## src/hw/rtl/assert_macros.svh

```systemverilog
// assertion macros used by the rtl top level
`ifndef ASSERT_MACROS_SVH
`define ASSERT_MACROS_SVH

`ifndef SYNTHESIS
`define TUP_ASSERT(name, clk, rst_n, prop) \
  name: assert property (@(posedge clk) disable iff (!rst_n) prop) \
    else $error("assertion failed");
`define TUP_ASSERT_NEVER(name, clk, rst_n, cond) \
  `TUP_ASSERT(name, clk, rst_n, !(cond))
`else
`define TUP_ASSERT(name, clk, rst_n, prop)
`define TUP_ASSERT_NEVER(name, clk, rst_n, cond)
`endif

`endif

```

## src/hw/rtl/tup_pkg.sv

```systemverilog
// types, constants and character classification for the text to unsigned parser
package tup_pkg;

  localparam int unsigned WordBits   = 32;
  localparam int unsigned OffsetBits = 12;
  localparam int unsigned BaseBits   = 6;
  localparam int unsigned CharBits   = 8;
  localparam int unsigned DigitBits  = 6;

  localparam logic [CharBits-1:0] ChZero  = 8'h30;
  localparam logic [CharBits-1:0] ChNine  = 8'h39;
  localparam logic [CharBits-1:0] ChUpA   = 8'h41;
  localparam logic [CharBits-1:0] ChUpZ   = 8'h5a;
  localparam logic [CharBits-1:0] ChLoA   = 8'h61;
  localparam logic [CharBits-1:0] ChLoZ   = 8'h7a;
  localparam logic [CharBits-1:0] ChUpX   = 8'h58;
  localparam logic [CharBits-1:0] ChLoX   = 8'h78;
  localparam logic [CharBits-1:0] ChMinus = 8'h2d;
  localparam logic [CharBits-1:0] ChPlus  = 8'h2b;
  localparam logic [CharBits-1:0] ChSpace = 8'h20;
  localparam logic [CharBits-1:0] ChTab   = 8'h09;
  localparam logic [CharBits-1:0] ChCr    = 8'h0d;
  localparam logic [CharBits-1:0] UpperBias = ChUpA - 8'd10;
  localparam logic [CharBits-1:0] LowerBias = ChLoA - 8'd10;

  localparam logic [BaseBits-1:0] BaseAuto = 6'd0;
  localparam logic [BaseBits-1:0] BaseOct  = 6'd8;
  localparam logic [BaseBits-1:0] BaseDec  = 6'd10;
  localparam logic [BaseBits-1:0] BaseHex  = 6'd16;

  typedef struct packed {
    logic                  start;
    logic                  ws;
    logic                  minus;
    logic                  plus;
    logic                  xchar;
    logic                  alnum;
    logic [DigitBits-1:0]  dval;
    logic [OffsetBits-1:0] off;
  } tup_item_t;

  function automatic tup_item_t tup_classify(input logic [CharBits-1:0] c);
    tup_item_t    it;
    logic [CharBits-1:0] v;
    it       = '0;
    v        = '0;
    it.ws    = (c == ChSpace) || ((c >= ChTab) && (c <= ChCr));
    it.minus = (c == ChMinus);
    it.plus  = (c == ChPlus);
    it.xchar = (c == ChLoX) || (c == ChUpX);
    if ((c >= ChZero) && (c <= ChNine)) begin
      it.alnum = 1'b1;
      v        = c - ChZero;
    end else if ((c >= ChUpA) && (c <= ChUpZ)) begin
      it.alnum = 1'b1;
      v        = c - UpperBias;
    end else if ((c >= ChLoA) && (c <= ChLoZ)) begin
      it.alnum = 1'b1;
      v        = c - LowerBias;
    end
    it.dval = v[DigitBits-1:0];
    return it;
  endfunction

endpackage

```

## src/hw/rtl/tup_if.sv

```systemverilog
// request channels of the parser: characters in, results out
interface tup_char_if;
  import tup_pkg::*;
  logic                valid;
  logic                ready;
  logic [CharBits-1:0] text_char;
  logic                string_start;
  modport source(output valid, text_char, string_start, input ready);
  modport sink(input valid, text_char, string_start, output ready);
endinterface

interface tup_result_if;
  import tup_pkg::*;
  logic                  valid;
  logic                  ready;
  logic [WordBits-1:0]   parsed_value;
  logic                  range_error;
  logic [OffsetBits-1:0] end_offset;
  modport source(output valid, parsed_value, range_error, end_offset, input ready);
  modport sink(input valid, parsed_value, range_error, end_offset, output ready);
endinterface

```

## src/hw/rtl/tup_front.sv

```systemverilog
// front end: accepts characters, tracks position and classifies them
module tup_front #(
  parameter int unsigned MAX_STRING_LEN = 4096
) (
  input  logic               clk_i,
  input  logic               rst_ni,
  tup_char_if.sink           char_i,
  input  logic               q_full_i,
  output logic               push_o,
  output tup_pkg::tup_item_t item_o
);
  import tup_pkg::*;

  localparam int unsigned PosBits = $clog2(MAX_STRING_LEN);
  localparam logic [PosBits-1:0] PosMax = PosBits'(MAX_STRING_LEN - 1);

  logic [PosBits-1:0]            pos_q, pos_d, pos_cur;
  logic [PosBits+OffsetBits-1:0] pos_ext;

  assign char_i.ready = !q_full_i;
  assign push_o       = char_i.valid && !q_full_i;
  assign pos_cur      = char_i.string_start ? '0 : pos_q;
  assign pos_ext      = {{OffsetBits{1'b0}}, pos_cur};
  assign pos_d        = (pos_cur == PosMax) ? pos_cur : pos_cur + 1'b1;

  always_comb begin
    item_o       = tup_classify(char_i.text_char);
    item_o.start = char_i.string_start;
    item_o.off   = pos_ext[OffsetBits-1:0];
  end

  always_ff @(posedge clk_i or negedge rst_ni) begin
    if (!rst_ni) begin
      pos_q <= '0;
    end else if (push_o) begin
      pos_q <= pos_d;
    end
  end

endmodule

```

## src/hw/rtl/tup_fifo.sv

```systemverilog
// two-entry queue of classified characters between front and back end
module tup_fifo (
  input  logic               clk_i,
  input  logic               rst_ni,
  input  logic               push_i,
  input  tup_pkg::tup_item_t item_i,
  input  logic               pop_i,
  output logic               valid_o,
  output logic               full_o,
  output tup_pkg::tup_item_t item_o
);
  import tup_pkg::*;

  tup_item_t  mem_q [2];
  logic       wr_ptr_q, rd_ptr_q;
  logic [1:0] count_q;

  assign valid_o = (count_q != 2'd0);
  assign full_o  = (count_q == 2'd2);
  assign item_o  = mem_q[rd_ptr_q];

  always_ff @(posedge clk_i) begin
    if (push_i) begin
      mem_q[wr_ptr_q] <= item_i;
    end
  end

  always_ff @(posedge clk_i or negedge rst_ni) begin
    if (!rst_ni) begin
      wr_ptr_q <= 1'b0;
      rd_ptr_q <= 1'b0;
      count_q  <= 2'd0;
    end else begin
      if (push_i) begin
        wr_ptr_q <= !wr_ptr_q;
      end
      if (pop_i) begin
        rd_ptr_q <= !rd_ptr_q;
      end
      if (push_i && !pop_i) begin
        count_q <= count_q + 2'd1;
      end else if (pop_i && !push_i) begin
        count_q <= count_q - 2'd1;
      end
    end
  end

endmodule

```

## src/hw/rtl/tup_back.sv

```systemverilog
// back end: parse state machine, multiply-add accumulator and result register
module tup_back (
  input  logic                           clk_i,
  input  logic                           rst_ni,
  input  logic [tup_pkg::BaseBits-1:0]   number_base_i,
  input  logic                           q_valid_i,
  input  tup_pkg::tup_item_t             item_i,
  output logic                           pop_o,
  tup_result_if.source                   result_o
);
  import tup_pkg::*;

  typedef enum logic [2:0] {
    PH_WS, PH_SIGNED, PH_ZERO, PH_PREFIX, PH_DIGITS, PH_DONE
  } phase_e;

  typedef enum logic [1:0] {DS_NONE, DS_SOME, DS_OVER} dstat_e;

  localparam int unsigned ProdBits = WordBits + BaseBits + 1;

  phase_e                phase_q, phase_d, ph;
  dstat_e                ds_q, ds_d;
  logic                  neg_q, neg_d;
  logic [BaseBits-1:0]   base_q, base_d;
  logic [WordBits-1:0]   acc_q, acc_d;
  logic                  begin_num, dstep, dig_ok;
  logic [ProdBits-1:0]   prod;
  logic                  res_valid, res_err;
  logic [WordBits-1:0]   res_val;
  logic [OffsetBits-1:0] res_off;
  logic                  out_valid_q;
  logic [WordBits-1:0]   out_val_q;
  logic                  out_err_q;
  logic [OffsetBits-1:0] out_off_q;

  assign pop_o = q_valid_i && (!out_valid_q || result_o.ready);

  always_comb begin
    ph        = item_i.start ? PH_WS : phase_q;
    neg_d     = item_i.start ? 1'b0 : neg_q;
    base_d    = item_i.start ? '0 : base_q;
    acc_d     = item_i.start ? '0 : acc_q;
    ds_d      = item_i.start ? DS_NONE : ds_q;
    phase_d   = ph;
    begin_num = 1'b0;
    dstep     = 1'b0;
    res_valid = 1'b0;
    res_err   = 1'b0;
    res_val   = '0;
    res_off   = '0;
    case (ph)
      PH_WS: begin
        if (item_i.ws) begin
          phase_d = PH_WS;
        end else if (item_i.minus) begin
          neg_d   = 1'b1;
          phase_d = PH_SIGNED;
        end else if (item_i.plus) begin
          phase_d = PH_SIGNED;
        end else begin
          begin_num = 1'b1;
        end
      end
      PH_SIGNED: begin
        begin_num = 1'b1;
      end
      PH_ZERO: begin
        if (item_i.xchar) begin
          base_d  = BaseHex;
          phase_d = PH_PREFIX;
        end else begin
          base_d  = (number_base_i == BaseAuto) ? BaseOct : BaseHex;
          acc_d   = '0;
          ds_d    = DS_SOME;
          phase_d = PH_DIGITS;
          dstep   = 1'b1;
        end
      end
      PH_PREFIX: begin
        if (item_i.alnum && (item_i.dval < DigitBits'(BaseHex))) begin
          phase_d = PH_DIGITS;
          dstep   = 1'b1;
        end else begin
          res_valid = 1'b1;
          res_off   = item_i.off - 1'b1;
          phase_d   = PH_DONE;
        end
      end
      PH_DIGITS: begin
        dstep = 1'b1;
      end
      default: begin
        phase_d = ph;
      end
    endcase
    if (begin_num) begin
      if (((number_base_i == BaseAuto) || (number_base_i == BaseHex)) &&
          item_i.alnum && (item_i.dval == '0)) begin
        phase_d = PH_ZERO;
      end else begin
        base_d  = (number_base_i == BaseAuto) ? BaseDec : number_base_i;
        phase_d = PH_DIGITS;
        dstep   = 1'b1;
      end
    end
    dig_ok = item_i.alnum && (item_i.dval < base_d);
    prod   = ProdBits'(acc_d) * ProdBits'(base_d) + ProdBits'(item_i.dval);
    if (dstep) begin
      if (!dig_ok) begin
        res_valid = 1'b1;
        phase_d   = PH_DONE;
        case (ds_d)
          DS_OVER: begin
            res_val = '1;
            res_err = 1'b1;
            res_off = item_i.off;
          end
          DS_SOME: begin
            res_val = neg_d ? ('0 - acc_d) : acc_d;
            res_off = item_i.off;
          end
          default: begin
            res_val = '0;
          end
        endcase
      end else if (ds_d != DS_OVER) begin
        if (prod[ProdBits-1:WordBits] != '0) begin
          ds_d = DS_OVER;
        end else begin
          acc_d = prod[WordBits-1:0];
          ds_d  = DS_SOME;
        end
      end
    end
  end

  always_ff @(posedge clk_i or negedge rst_ni) begin
    if (!rst_ni) begin
      phase_q     <= PH_WS;
      ds_q        <= DS_NONE;
      neg_q       <= 1'b0;
      base_q      <= '0;
      acc_q       <= '0;
      out_valid_q <= 1'b0;
    end else begin
      if (pop_o) begin
        phase_q <= phase_d;
        ds_q    <= ds_d;
        neg_q   <= neg_d;
        base_q  <= base_d;
        acc_q   <= acc_d;
      end
      if (pop_o && res_valid) begin
        out_valid_q <= 1'b1;
      end else if (result_o.ready) begin
        out_valid_q <= 1'b0;
      end
    end
  end

  always_ff @(posedge clk_i) begin
    if (pop_o && res_valid) begin
      out_val_q <= res_val;
      out_err_q <= res_err;
      out_off_q <= res_off;
    end
  end

  assign result_o.valid        = out_valid_q;
  assign result_o.parsed_value = out_val_q;
  assign result_o.range_error  = out_err_q;
  assign result_o.end_offset   = out_off_q;

endmodule

```

## src/hw/rtl/text_to_unsigned_parser.sv

```systemverilog
// top level of the streaming text to unsigned integer parser
// Takes one character per cycle and keeps that rate as long as results are taken;
// the back end's combinational multiply-add on the running value sets the figure.
// A terminating character's result passes the queue, then the result register. The
// user must write the base register only while the parser is idle; the block does not
// enforce this. Zero selects octal, decimal or hex from the text. The result holds the
// value, an overflow flag and the terminator's offset (x of a bare 0x; 0 if no digit).
`include "assert_macros.svh"

module text_to_unsigned_parser #(
  parameter int unsigned MAX_STRING_LEN = 4096
) (
  input  logic                         clk_i,
  input  logic                         rst_ni,
  input  logic                         cfg_we_i,
  input  logic [tup_pkg::BaseBits-1:0] cfg_wdata_i,
  tup_char_if.sink                     char_i,
  tup_result_if.source                 result_o
);
  import tup_pkg::*;

  logic [BaseBits-1:0] number_base_q;
  logic                push, pop, q_valid, q_full;
  tup_item_t           front_item, q_item;

  always_ff @(posedge clk_i or negedge rst_ni) begin
    if (!rst_ni) begin
      number_base_q <= BaseAuto;
    end else if (cfg_we_i) begin
      number_base_q <= cfg_wdata_i;
    end
  end

  tup_front #(
    .MAX_STRING_LEN(MAX_STRING_LEN)
  ) u_front (
    .clk_i    (clk_i),
    .rst_ni   (rst_ni),
    .char_i   (char_i),
    .q_full_i (q_full),
    .push_o   (push),
    .item_o   (front_item)
  );

  tup_fifo u_fifo (
    .clk_i   (clk_i),
    .rst_ni  (rst_ni),
    .push_i  (push),
    .item_i  (front_item),
    .pop_i   (pop),
    .valid_o (q_valid),
    .full_o  (q_full),
    .item_o  (q_item)
  );

  tup_back u_back (
    .clk_i         (clk_i),
    .rst_ni        (rst_ni),
    .number_base_i (number_base_q),
    .q_valid_i     (q_valid),
    .item_i        (q_item),
    .pop_o         (pop),
    .result_o      (result_o)
  );

  `TUP_ASSERT(a_pop_has_item, clk_i, rst_ni, pop |-> q_valid)
  `TUP_ASSERT(a_stall_holds_back, clk_i, rst_ni, (result_o.valid && !result_o.ready) |-> !pop)
  `TUP_ASSERT(a_queue_keeps_item, clk_i, rst_ni, (q_valid && !pop) |=> q_valid)
  `TUP_ASSERT(a_err_saturates, clk_i, rst_ni, (result_o.valid && result_o.range_error) |-> (&result_o.parsed_value))

endmodule

```

## src/flat_wrapper.sv

```systemverilog
// flat-port wrapper written by rule: the top's interface ports become plain ports
module text_to_unsigned_parser_flat import tup_pkg::*;
#(
  parameter int unsigned MAX_STRING_LEN = 4096
)
  (clk_i, rst_ni, cfg_we_i, cfg_wdata_i, char_i_valid, char_i_text_char, char_i_string_start, char_i_ready, result_o_valid, result_o_parsed_value, result_o_range_error, result_o_end_offset, result_o_ready);
  tup_char_if char_i_i ();
  tup_result_if result_o_i ();
  input  logic clk_i;
  input  logic rst_ni;
  input  logic cfg_we_i;
  input  logic [tup_pkg::BaseBits-1:0] cfg_wdata_i;
  input wire logic [$bits(char_i_i.valid)-1:0] char_i_valid;
  input wire logic [$bits(char_i_i.text_char)-1:0] char_i_text_char;
  input wire logic [$bits(char_i_i.string_start)-1:0] char_i_string_start;
  output wire logic [$bits(char_i_i.ready)-1:0] char_i_ready;
  output wire logic [$bits(result_o_i.valid)-1:0] result_o_valid;
  output wire logic [$bits(result_o_i.parsed_value)-1:0] result_o_parsed_value;
  output wire logic [$bits(result_o_i.range_error)-1:0] result_o_range_error;
  output wire logic [$bits(result_o_i.end_offset)-1:0] result_o_end_offset;
  input wire logic [$bits(result_o_i.ready)-1:0] result_o_ready;
  assign char_i_i.valid = char_i_valid;
  assign char_i_i.text_char = char_i_text_char;
  assign char_i_i.string_start = char_i_string_start;
  assign char_i_ready = char_i_i.ready;
  assign result_o_valid = result_o_i.valid;
  assign result_o_parsed_value = result_o_i.parsed_value;
  assign result_o_range_error = result_o_i.range_error;
  assign result_o_end_offset = result_o_i.end_offset;
  assign result_o_i.ready = result_o_ready;
  text_to_unsigned_parser #(.MAX_STRING_LEN(MAX_STRING_LEN)) u_core (.clk_i(clk_i), .rst_ni(rst_ni), .cfg_we_i(cfg_we_i), .cfg_wdata_i(cfg_wdata_i), .char_i(char_i_i), .result_o(result_o_i));
endmodule
```

## config.mk

```make
export PLATFORM = sky130hd
export DESIGN_NAME = text_to_unsigned_parser_flat
export DESIGN_NICKNAME = d
export VERILOG_FILES = /design/src/hw/rtl/tup_pkg.sv /design/src/hw/rtl/tup_if.sv /design/src/hw/rtl/tup_front.sv /design/src/hw/rtl/tup_fifo.sv /design/src/hw/rtl/tup_back.sv /design/src/hw/rtl/text_to_unsigned_parser.sv /design/src/flat_wrapper.sv
export VERILOG_INCLUDE_DIRS = /design/src /design/src/hw/rtl
export SDC_FILE = /design/constraint.sdc
export NUM_CORES = 1
export LEC_CHECK = 0
export ABC_AREA = 1
export BUFFER_PORTS_ARGS = -buffer_cell sky130_fd_sc_hd__buf_4
export CAP_MARGIN = 20
export CORE_AREA = 3 3 169 171
export CTS_BUF_LIST = sky130_fd_sc_hd__clkbuf_2 sky130_fd_sc_hd__clkbuf_4 sky130_fd_sc_hd__clkbuf_8
export CTS_CLUSTER_SIZE = 12
export DETAILED_ROUTE_END_ITERATION = 10
export DIE_AREA = 0 0 172 174
export PLACE_DENSITY = 0.87
export SYNTH_ARGS = -nofsm -noshare
export SYNTH_HDL_FRONTEND = slang
export SYNTH_SLANG_ARGS = --single-unit
```

## constraint.sdc

```tcl
create_clock -name clk_i -period 8.4 [get_ports clk_i]
set_input_delay 0.84 -clock clk_i [delete_from_list [all_inputs] [get_ports clk_i]]
set_output_delay 0.84 -clock clk_i [all_outputs]
set_load 0.02 [all_outputs]
```

==> results.md <==
* # IOs at 67
* Crit Path Max Fanout at 33
* GRT Overall Usage at 29.8%
* Worst reg2reg path depth at 34
* Mean Syn Cell Area at 7.50 um^2
* Sequential share of power at 22.8%
* Antenna diodes at 0
* Pin count of the biggest net entering global routing at 68
* Slowest cell on the critical path: dfrtp_1
* Hold Path Class: in -> async
* H-tree Lvls at 4
* Vias per Instance at 5.83
* Slew Viols, Final at 0
* First-pass iteration count of the detailed router at 6
* Sw frac at 54.7%
* Initial DRC count at 1,759
* Cell Int Power at 0.00252 W
* Slew HR at 37.6%
* Fin nets at 2,428
* # setup viols final at 0
* Initial antenna violation count at 0
* Fill cells at 2,255
* Clock slew at reported path FFs at 100 ps
* Sw power at 0.00303 W
* Root buf cell: clkbuf_8
* Die ar. at 29,900 um^2
* Chip Width at 172 um
* Minimum clock period at 7680 ps
* Routed Antenna Nets at 0
* Final WL at 44.2 mm
* Yosys reg bits at 160
* Max Freq at 130 MHz
* Skew-Pair Late Insertion Delay at 490 ps
* Via count at 14,800
* Pleak at 8.84 nW
* Critical Path Max Stage Delay at 540 ps
* DRC at 0
* Number of port buffers at 66
* Reg2Reg Setup Slack at 720 ps
* Post-synth top area cell: edfxtp_1
* Setup crit start kind: register
* TritonCTS clock tree: built
* Chip height at 174 um
* Outcome: completed
* Vias in the first global route at 14,500
* First-pass GRT wire length at 71.9 mm
* RD Place Congestion at 0.967
* Highest ir drop seen on vdd at 0.000288 V
* Share of cells above drive strength 1 at 7.85%
* Total congestion overflow at 0
* Skew final at 20.8 ps
* Seq/Total Area, Yosys at 27.7%
* Post-Syn Area at 16,200 um^2
* Logic pwr share at 66.7%
* Distinct cell type count after synthesis at 52
* Number of placement rows at 60
* Area of the multi-input gates at 10,300 um^2
* RSZ-0062 raised after global routing: false
* Main synth FF type: edfxtp_1
* Largest cells by area after synthesis: edfxtp_1 17%, fa_1 15%, nand2_1 12%
* Critical Path End Type: register
* Clk buf depth at 2
* Slew @ Worst Pin at 936 ps
* CP arrival at 8060 ps
* Power Density at 322 nW/um^2
* Clock power share at 10.5%
* Starting Density at 59.8%
* CTS Buf Count at 17
* Most numerous cell in the Yosys netlist: nand2_1
* Crit Reg-Reg Endpoint: u_core.u_back.acc_q[22]$_DFFE_PN0P_
* CP dominant cell by count: nand2_1
* Cell family with most CP delay: simple AND/OR/NAND/NOR gates
* Worst path required time at 8780 ps
* Routed length per instance at 17.5 um
* Dpl hpwl at 33.8 mm
* Maxcap violations at 0
* Fin Hold WS at 482 ps
* FF-to-FF Start: u_core.u_fifo.rd_ptr_q$_DFFE_PN0P_
* Async SR Flop Fraction at 41.9%
* Synth-to-layout area growth at 6.86%
* Share of the synthesized area in the top cell type at 17.3%
* Crit Path Class: reg -> reg
* WP buf/inv at 6
* Post-Synthesis Net Count at 2,404
* Yosys warning count at 0
* Tcrit/Tclk final at 91.5%
* Most instantiated cells after synthesis: 523 x nand2_1, 358 x nor2_1, 273 x inv_1, 168 x nand3_1, 124 x fa_1
* Reg area at 4470 um^2
* Hold_buf cts at 0
* Synth Instances at 2,154
* Core ar. at 27,000 um^2
* Post-synth EDFFs at 93
* Setup_tns at 0 ps
* Final Hold Vio Count at 0
* Clock sinks at 160
==> how the worst max path moves through the flow <==
stage | cells after the start | from | to | slack, ps
after floorplan | 36 | u_core.u_fifo.rd_ptr_q$_DFFE_PN0P_ | u_core.u_back.acc_q[2]$_DFFE_PN0P_ | 2350
after global placement | 33 | u_core.u_fifo.rd_ptr_q$_DFFE_PN0P_ | u_core.u_back.ds_q[1]$_DFFE_PN0P_ | 760
after detailed placement | 33 | u_core.u_fifo.rd_ptr_q$_DFFE_PN0P_ | u_core.u_back.ds_q[1]$_DFFE_PN0P_ | 570
after CTS | 33 | u_core.u_fifo.rd_ptr_q$_DFFE_PN0P_ | u_core.u_back.ds_q[1]$_DFFE_PN0P_ | 540
after global routing | 34 | u_core.u_fifo.rd_ptr_q$_DFFE_PN0P_ | u_core.u_back.acc_q[22]$_DFFE_PN0P_ | 140
final | 34 | u_core.u_fifo.rd_ptr_q$_DFFE_PN0P_ | u_core.u_back.acc_q[22]$_DFFE_PN0P_ | 720
==> power by group through the flow <==
stage          registers (W)  logic (W)  clock network [W]
2_1_floorplan        0.00141    0.00244                  0
5_1_grt              0.00129    0.00408           0.000618
4_1_cts              0.00127    0.00360           0.000590
6_report             0.00127    0.00370           0.000583
3_5_place_dp         0.00128    0.00358                  0
3_3_place_gp         0.00127    0.00345                  0
==> through the flow <==
step           setup slack (ps)  total power (W)  std cells  cell area [um^2]  utilization [%]
2_1_floorplan              2350          0.00386       2154             16200                -
3_3_place_gp                761          0.00472       2497             16800             62.2
3_5_place_dp                575          0.00486       2499             16800             62.3
4_1_cts                     541          0.00546       2531             17200             63.7
5_1_grt                     137          0.00599       2532             17300             63.9
6_report                    716          0.00555       2532             17300             63.9
==> logic make-up (layout without fill, tap and decap cells) <==
group,after synthesis,after routing,synth area share [%]
AO/OA/AOI/OAI,207,207,7.09
XOR/XNOR,51,51,2.77
adder cells (fa/ha/maj),230,230,23.6
buffers and inverters,356,393,9.05
flip-flops,160,160,27.7
multiplexers,1,1,0.0620
AND/OR/NAND/NOR,1149,1149,29.8
==> timing repair <==
action / 4_1_cts / 5_1_grt
endpoints found under the hold margin: 0 / 0
buffers inserted: 0 / 0
gates resized for setup: 0 / 3
endpoints found under the setup margin: 0 / 33
==> metal layers <==
layer	GRT usage, %	routed length (um)	vias up
li1	-	-	6908
met1	37.5	17200	6946
met2	49.8	21400	774
met3	5.19	3490	146
met4	13.8	2210	0
met5	0	0	-
==> registers in the layout (all words and copies together), names as in the netlist, 3 cells and up <==
signal	count
u_core.u_fifo.mem_q	48
u_core.u_back.acc_q	32
u_core.number_base_q	6
u_core.u_back.base_q	6
u_core.u_back.result_o.parsed_value	32
u_core.u_front.pos_q	12
u_core.u_back.phase_q	3
u_core.u_back.result_o.end_offset	12
==> area by class of cell <==
cell class | instances | share of cell area [%]
clock buffer | 17 | 1.36
clock inverter | 15 | 0.949
inverter | 277 | 6.04
multi-input combinational | 1638 | 59.5
sequential | 160 | 25.9
tap | 341 | 2.47
timing repair buffer | 84 | 3.81
==> worst register-to-register path: cells and delay by family (launching register included) <==
| kind | cells | cell delay [ps] |
|---|---|---|
| buf+inv | 6 | 1330 |
| compound gates | 1 | 130 |
| fa+ha+maj | 5 | 2220 |
| flops | 1 | 540 |
| simple gates | 22 | 3340 |
==> placed cells by master, fill, tap and decap left out, types with 5 or more instances in the layout <==
| cell type | Yosys | routed |
|---|---|---|
| nand2_1 | 523 | 523 |
| nor2_1 | 358 | 355 |
| inv_1 | 273 | 272 |
| nand3_1 | 168 | 168 |
| fa_1 | 124 | 124 |
| ha_1 | 106 | 106 |
| edfxtp_1 | 93 | 93 |
| a21oi_1 | 87 | 86 |
| buf_4 | 3 | 81 |
| o21ai_0 | 67 | 67 |
| dfrtp_1 | 67 | 67 |
| xor2_1 | 27 | 27 |
| xnor2_1 | 24 | 24 |
| nor3_1 | 21 | 21 |
| nand4_1 | 20 | 20 |
| clkbuf_8 | 0 | 17 |
| or2_2 | 12 | 12 |
| nand2_2 | 11 | 10 |
| nor2_2 | 9 | 10 |
| o21bai_1 | 10 | 10 |
| o21ai_1 | 9 | 8 |
| a31oi_1 | 9 | 8 |
| nand3b_1 | 7 | 7 |
| o31ai_1 | 6 | 6 |
| inv_6 | 0 | 6 |
| nand2_4 | 4 | 5 |
| nor4_1 | 5 | 5 |
(Power assumes the default switching activity.)
